$ cat src/hw/rtl/ptc_pkg.sv
// ============================================================================
// ptc_pkg
// Shared types and constants of the pressure and temperature compensation
// pipeline.
// ============================================================================
`default_nettype none

package ptc_pkg;

    localparam int CFG_INDEX_W = 2;
    localparam int CFG_DATA_W  = 64;
    localparam int RAW_W       = 20;
    localparam int TEMP_W      = 16;
    localparam int PRESS_W     = 32;
    localparam int DIV_BITS    = 64;
    localparam int DEN_W       = 31;

    localparam logic [CFG_INDEX_W-1:0] REG_TEMP_CALIB       = 2'd0;
    localparam logic [CFG_INDEX_W-1:0] REG_PRESS_CALIB_A    = 2'd1;
    localparam logic [CFG_INDEX_W-1:0] REG_PRESS_CALIB_B    = 2'd2;
    localparam logic [CFG_INDEX_W-1:0] REG_PRESS_CALIB_LAST = 2'd3;

    localparam logic signed [31:0] FINE_OFFSET = 32'sd128000;
    localparam logic [20:0]        PRESS_FULL  = 21'd1048576;
    localparam logic [63:0]        NUM_SCALE   = 64'd3125;
    localparam logic signed [35:0] TEMP_ROUND  = 36'sd128;
    localparam logic signed [63:0] COEF_BIAS   = 64'sh0000_8000_0000_0000;

    typedef struct packed {
        logic [15:0]        t1;
        logic signed [15:0] t2;
        logic signed [15:0] t3;
        logic [15:0]        p1;
        logic signed [15:0] p2;
        logic signed [15:0] p3;
        logic signed [15:0] p4;
        logic signed [15:0] p5;
        logic signed [15:0] p6;
        logic signed [15:0] p7;
        logic signed [15:0] p8;
        logic signed [15:0] p9;
    } calib_t;

    typedef struct packed {
        logic signed [31:0]       fine;
        logic signed [TEMP_W-1:0] temp_centi;
        logic [RAW_W-1:0]         raw_press;
    } temp_res_t;

    typedef struct packed {
        logic [DIV_BITS-1:0]      num_mag;
        logic [DEN_W-1:0]         den_mag;
        logic                     q_neg;
        logic                     den_zero;
        logic signed [TEMP_W-1:0] temp_centi;
    } div_req_t;

    typedef struct packed {
        logic [DIV_BITS-1:0]      quo_mag;
        logic                     q_neg;
        logic                     den_zero;
        logic signed [TEMP_W-1:0] temp_centi;
    } div_res_t;

endpackage

`default_nettype wire

$ cat src/hw/rtl/ptc_temp.sv
// ============================================================================
// ptc_temp
// Five-stage temperature path: fine temperature and saturated hundredths.
// ============================================================================
`default_nettype none

module ptc_temp
    import ptc_pkg::*;
(
    input  logic             clk,
    input  logic             rst_n,
    input  logic             en,
    input  logic             in_valid,
    input  logic [RAW_W-1:0] raw_temp,
    input  logic [RAW_W-1:0] raw_press,
    input  calib_t           calib,
    output logic             out_valid,
    output temp_res_t        out_res
);

    logic [4:0]               valid_reg;
    logic signed [17:0]       x_reg, x_next;
    logic signed [16:0]       d_reg, d_next;
    logic signed [33:0]       m1_reg, m1_next;
    logic signed [33:0]       dd_reg, dd_next;
    logic signed [22:0]       v1_reg, v1_next;
    logic signed [37:0]       m2_reg, m2_next;
    logic signed [31:0]       fine_reg, fine_next;
    logic [RAW_W-1:0]         rp1_reg, rp2_reg, rp3_reg, rp4_reg;
    temp_res_t                res_reg, res_next;
    logic signed [35:0]       tsum;
    logic signed [27:0]       tq;

    always_comb
    begin
        x_next  = $signed({1'b0, raw_temp[19:3]}) - $signed({1'b0, calib.t1, 1'b0});
        d_next  = $signed({1'b0, raw_temp[19:4]}) - $signed({1'b0, calib.t1});
        m1_next = x_reg * $signed(calib.t2);
        dd_next = d_reg * d_reg;
        v1_next = $signed(m1_reg[33:11]);
        m2_next = $signed({1'b0, dd_reg[32:12]}) * $signed(calib.t3);
        fine_next = $signed({{9{v1_reg[22]}}, v1_reg})
                  + $signed({{8{m2_reg[37]}}, m2_reg[37:14]});
        tsum = $signed({{4{fine_reg[31]}}, fine_reg})
             + $signed({{2{fine_reg[31]}}, fine_reg, 2'b00}) + TEMP_ROUND;
        tq = $signed(tsum[35:8]);
        res_next.fine      = fine_reg;
        res_next.raw_press = rp4_reg;
        if ((&tq[27:15]) || !(|tq[27:15]))
        begin
            res_next.temp_centi = $signed(tq[15:0]);
        end
        else if (tq[27])
        begin
            res_next.temp_centi = 16'sh8000;
        end
        else
        begin
            res_next.temp_centi = 16'sh7FFF;
        end
    end

    always_ff @(posedge clk or negedge rst_n)
    begin
        if (!rst_n)
        begin
            valid_reg <= '0;
        end
        else if (en)
        begin
            valid_reg <= {valid_reg[3:0], in_valid};
        end
    end

    always_ff @(posedge clk)
    begin
        if (en)
        begin
            x_reg    <= x_next;
            d_reg    <= d_next;
            rp1_reg  <= raw_press;
            m1_reg   <= m1_next;
            dd_reg   <= dd_next;
            rp2_reg  <= rp1_reg;
            v1_reg   <= v1_next;
            m2_reg   <= m2_next;
            rp3_reg  <= rp2_reg;
            fine_reg <= fine_next;
            rp4_reg  <= rp3_reg;
            res_reg  <= res_next;
        end
    end

    assign out_valid = valid_reg[4];
    assign out_res   = res_reg;

endmodule

`default_nettype wire

$ cat config.mk
export PLATFORM = sky130hd
export DESIGN_NAME = ptc_temp
export DESIGN_NICKNAME = d
export VERILOG_FILES = /design/src/hw/rtl/ptc_pkg.sv /design/src/hw/rtl/ptc_temp.sv
export SDC_FILE = /design/constraint.sdc
export NUM_CORES = 2
export LEC_CHECK = 0
export ABC_AREA = 1
export ABC_CLOCK_PERIOD_IN_PS = 6300
export BUFFER_PORTS_ARGS = -buffer_cell sky130_fd_sc_hd__buf_2
export CAP_MARGIN = 10
export CORE_ASPECT_RATIO = 1.5
export CORE_MARGIN = 5
export CORE_UTILIZATION = 47
export CTS_CLUSTER_SIZE = 12
export DETAILED_ROUTE_END_ITERATION = 12
export SLEW_MARGIN = 30
export SYNTH_ARGS = -nofsm -noshare
export SYNTH_HDL_FRONTEND = slang
export SYNTH_SLANG_ARGS = --single-unit
$ cat constraint.sdc
create_clock -name clk -period 6.3 [get_ports clk]
set_input_delay 1.26 -clock clk [delete_from_list [all_inputs] [get_ports clk]]
set_output_delay 1.26 -clock clk [all_outputs]
set_load 0.02 [all_outputs]
# After elaboration in Yosys (flattened, before gate mapping)
# Cells that the tools add are included.
# word_totals
reg_bits	334
input_bits	236
elab_cells	29
# classes
n_addsub	5
mul	3
muxes	2
n_reduce_logical	4
# ops
op	n
$mul A22 B16 Y38	1
$mul A18 B16 Y34	1
$mul A17 B17 Y33	1
$mux W16	2
$add A28 B9 Y29 const B	1
$add A25 B27 Y28	1
$add A23 B24 Y25	1
$sub A17 B17 Y18	1
$sub A16 B16 Y17	1
$reduce_and A13 Y1	1
$reduce_or A13 Y1	1
$logic_not A1 Y1	1
$logic_or A1 B1 Y1	1

# Logic depth before layout (Yosys ltp)
# depth
word_depth	6
depth_mapped	29
mapped_depth_nobuf	27

# Worst setup path before layout
# Ideal clock, no wire load.
# synth_path
kind	input to register
startpoint	input calib[162] in the netlist's numbering
endpoint	register m1_reg[31] (data pin)
setup_time_ps	252
t_arrival_ps	6408
slack_ps	-360
cell_stages	23
n_path_buf	2
path_cell_list	clkbuf_1 -> buf_1 -> nand2_1 -> fa_1 -> inv_1 -> fa_1 -> inv_1 -> fa_1 -> fa_1 -> fa_1 -> fa_1 -> inv_1 -> ha_1 -> nand2_1 -> nor2_1 -> inv_1 -> or2_1 -> o211ai_2 -> nand2_1 -> nand3_1 -> nand2_1 -> nand3_1 -> nand2_1
# synth_via
elab_chain_cells	1
# synth_lines
element	line	text
start: declaration	ptc_temp.sv:16	input calib_t calib,
$mul A18 B16 Y34	ptc_temp.sv:38	m1_next = x_reg * $signed(calib.t2);
net m1_next[31]	ptc_temp.sv:24	logic signed [33:0] m1_reg, m1_next;
end signal: assignment	ptc_temp.sv:82	m1_reg <= m1_next;
end: declaration	ptc_temp.sv:24	
# The timed path passes the listed nets, and every way through them passes these cells.
# A chain may end at the register's enable or synchronous reset.

# Final worst setup path
# layout_path
startpoint	input calib[162] in the netlist's numbering
endpoint	register m1_reg[33] (data pin)
# The elaborated chain is that of the path after synthesis.

==> metrics.md <==
| Metric | Value |
|---|---|
| Netlist Area Pre-Place | 45,200 um2 |
| # hold bufs at CTS | 0 |
| Ys Warns | 0 |
| FFs w/ async S/R, synth | 1.79% |
| Starting Density | 47.2% |
| Antenna Nets Post-Route | 0 |
| Via count | 33,700 |
| Mapped Nets | 6,638 |
| HP Class | reg2reg |
| Total CTS buffers | 31 |
| Avg Synthesized Cell Area | 8.68 um2 |
| Die area | 103,000 um2 |
| DRT Pass-1 Iters | 7 |
| Clock latency on the worst-skew pair | 0.62 ns |
| Vias in the first global route | 36,400 |
| Synth Flop Type | edfxtp_1 |
| Largest net degree at the start of global routing | 115 |
| Fin nets | 7,050 |
| Antenna violations before repair | 1 |
| GRT overflow | 0 |
| Layout cells sized above 1 | 11.8% |
| Least-Margin Pin Slew | 0.903 ns |
| Die Height | 390 um |
| Final Max Slew Viols | 0 |
| All-Layer GR Usage | 21.6% |
| Max-capacitance violation count | 0 |
| Critical-path maximum fanout | 7 |
| Final Critical Period | 6.15 ns |
| Drt total wl | 110,000 um |
| Gate Count Post-Synth | 5,204 |
| TritonCTS clock tree | built |
| Cell variety after synth | 48 |
| Outcome | complete, no violations |
| Worst setup path category | in2reg |
| CTS max path bufs | 3 |
| Non-filler cells, final | 6,908 |
| Layout Skew | 0.0563 ns |
| Iteration-0 DRC Markers | 1,681 |
| Final Cycle Share | 97.5% |
| Reg clk slew, reported paths | 0.06 ns |
| Post-synth EDFFs | 275 |
| Row count | 139 |
| RSZ-0062 raised after global routing | true |
| First-pass GRT wire length | 181,000 um |
| # DRC | 0 |
| Finish-stage setup viols | 0 |
| RD Place Congestion | 0.902 |
| Max Freq | 163 MHz |
| Vias per cell | 4.87 |
| Largest register FFs | 61 |
| H-tree depth | 1 |
| Area Growth Syn to Fin | 13.6% |
| Number of clock sinks | 280 |
| WP data arrival | 6.48 ns |
| Sequential-to-total area share from yosys stat | 18.6% |
| Nature of the critical path endpoint | register |
| Max-slew headroom | 39.8% |
| # port buffers | 157 |
| CP startpoint kind | input port |
| Detailed Place HPWL | 94,600 um |
| Core Footprint | 95,700 um2 |
| Wire per inst | 15.9 um |
| FF+latch count, synth | 280 |
| Fillers | 9,082 |
| Critical Path RT | 6.63 ns |
| Placed Cells | 6,840 |
| I/O Pins | 305 |
| Die Wd | 263 um |
| Clock root buffer | clkbuf_16 |
| Final hold vios | 0 |
## layout make-up
cell class	instances	area, um2	share of cell area [%]
repair buffers	548	3990	7.78
clock buffers	42	827	1.61
flip-flops and latches	280	8380	16.3
well taps	1269	1590	3.09
inverters	1509	5660	11.0
clock inverters	12	141	0.276
diodes	2	5.00	0.00975
multi-input cells	3246	30700	59.9
## path summary, 6_finish.rpt
check	startpoint	end	slack, ns	cells after the start
min in group asynchronous	rst_n	valid_reg[4]$_DFFE_PN0P_	0.49	1
max	calib[162]	m1_reg[33]$_DFFE_PP_	0.15	21
min	rp2_reg[18]$_DFFE_PP_	rp3_reg[18]$_DFFE_PP_	0.39	0
max in group asynchronous	rst_n	valid_reg[3]$_DFFE_PN0P_	5.68	1
min reg2reg	rp2_reg[18]$_DFFE_PP_	rp3_reg[18]$_DFFE_PP_	0.39	0
max reg2reg	x_reg[17]$_DFFE_PP_	m1_reg[33]$_DFFE_PP_	0.26	21
## critical path, cell delays in order
cell	delay [ns]
buf_2	0.22
nand2_1	0.14
inv_1	0.10
fa_2	0.49
fa_2	0.53
buf_4	0.19
fa_1	0.56
inv_1	0.10
fa_1	0.55
fa_1	0.46
fa_1	0.59
inv_1	0.07
ha_1	0.33
inv_1	0.10
buf_4	0.13
o21bai_1	0.08
a21oi_1	0.22
o211a_1	0.20
nand2_1	0.06
nand2_1	0.05
nand2_1	0.04
## cell usage in the layout (no fill, tap or decap), types with 4 or more instances in the layout
cell,instances
a21boi_0,5
a21o_1,21
a21oi_1,152
a21oi_2,4
a31oi_1,14
buf_12,17
buf_2,146
buf_4,369
buf_6,6
clkbuf_1,10
clkbuf_16,31
clkbuf_4,9
clkinv_2,4
dfrtp_1,5
edfxtp_1,275
fa_1,813
fa_2,5
ha_1,368
ha_4,11
inv_1,1506
nand2_1,1213
nand2_2,8
nand3_1,76
nand4_1,27
nor2_1,192
nor2_2,5
nor3_1,30
nor4_1,7
o211ai_1,4
o21a_1,5
o21ai_0,82
o21ai_1,4
o21bai_1,15
or2_2,14
xnor2_1,46
xor2_1,89
## synthesized netlist by cell type, types with 2 or more instances
master / n / area [um2]
a21boi_0: 5 / 37.5
a21o_1: 21 / 158
a21oi_1: 156 / 781
a221oi_1: 6 / 52.6
a31oi_1: 18 / 113
buf_1: 14 / 52.6
buf_2: 4 / 20.0
buf_4: 8 / 60.1
clkbuf_1: 142 / 533
clkinv_1: 2 / 7.51
dfrtp_1: 5 / 125
edfxtp_1: 275 / 8260
fa_1: 818 / 16400
ha_1: 380 / 4750
inv_1: 1507 / 5660
nand2_1: 1216 / 4560
nand2_2: 5 / 31.3
nand3_1: 77 / 385
nand3_2: 2 / 20.0
nand4_1: 27 / 169
nor2_1: 195 / 732
nor2_2: 2 / 12.5
nor3_1: 32 / 160
nor4_1: 10 / 62.6
o211ai_1: 4 / 30.0
o21a_1: 5 / 37.5
o21ai_0: 84 / 420
o21ai_1: 2 / 10.0
o21bai_1: 15 / 113
o31ai_1: 2 / 15.0
or2_2: 14 / 87.6
xnor2_1: 46 / 403
xor2_1: 90 / 788
## layer usage
metal  part of all wire (%)  GRT usage, %  vias to the layer above
met3                    3.2          1.24                      256
met5                      0             0                        -
met2                     56          43.1                      747
li1                       -             -                    16100
met1                     36          24.0                    16600
met4                    4.6          7.97                        0
## through the flow
| stage | hold WS (ns) | setup TNS, ns | cell area [um2] | util (%) | setup WS [ns] |
|---|---|---|---|---|---|
| 2_1_floorplan | 0.400 | 0 | 45300 | - | 0.000108 |
| 3_3_place_gp | 0.403 | -16.21 | 50000 | 52.3 | -0.566 |
| 4_1_cts | 0.374 | 0 | 51000 | 53.3 | 0.0197 |
| 3_5_place_dp | 0.405 | -17.23 | 50000 | 52.3 | -0.576 |
| 6_report | 0.388 | 0 | 51300 | 53.6 | 0.155 |
| 5_1_grt | 0.390 | -0.00806 | 51300 | 53.6 | -0.00446 |
## cell families after synthesis
family                   after synthesis  synth area share [%]
multiplexers                           1                0.0249
adder cells (fa/ha/maj)             1198                  46.8
AO/OA/AOI/OAI                        326                  4.08
buffers and inverters               1678                  14.0
AND/OR/NAND/NOR                     1585                  13.9
XOR/XNOR                             136                  2.64
flip-flops                           280                  18.6
## repair_timing
item                                    in CTS  in global routing
endpoints found under the setup margin       0                 35
gates resized for setup                      0                 47
buffers inserted                             0                 12
Power is not shown: default switching activity piles up to over one toggle a cycle in this logic, so the estimate is an artifact.
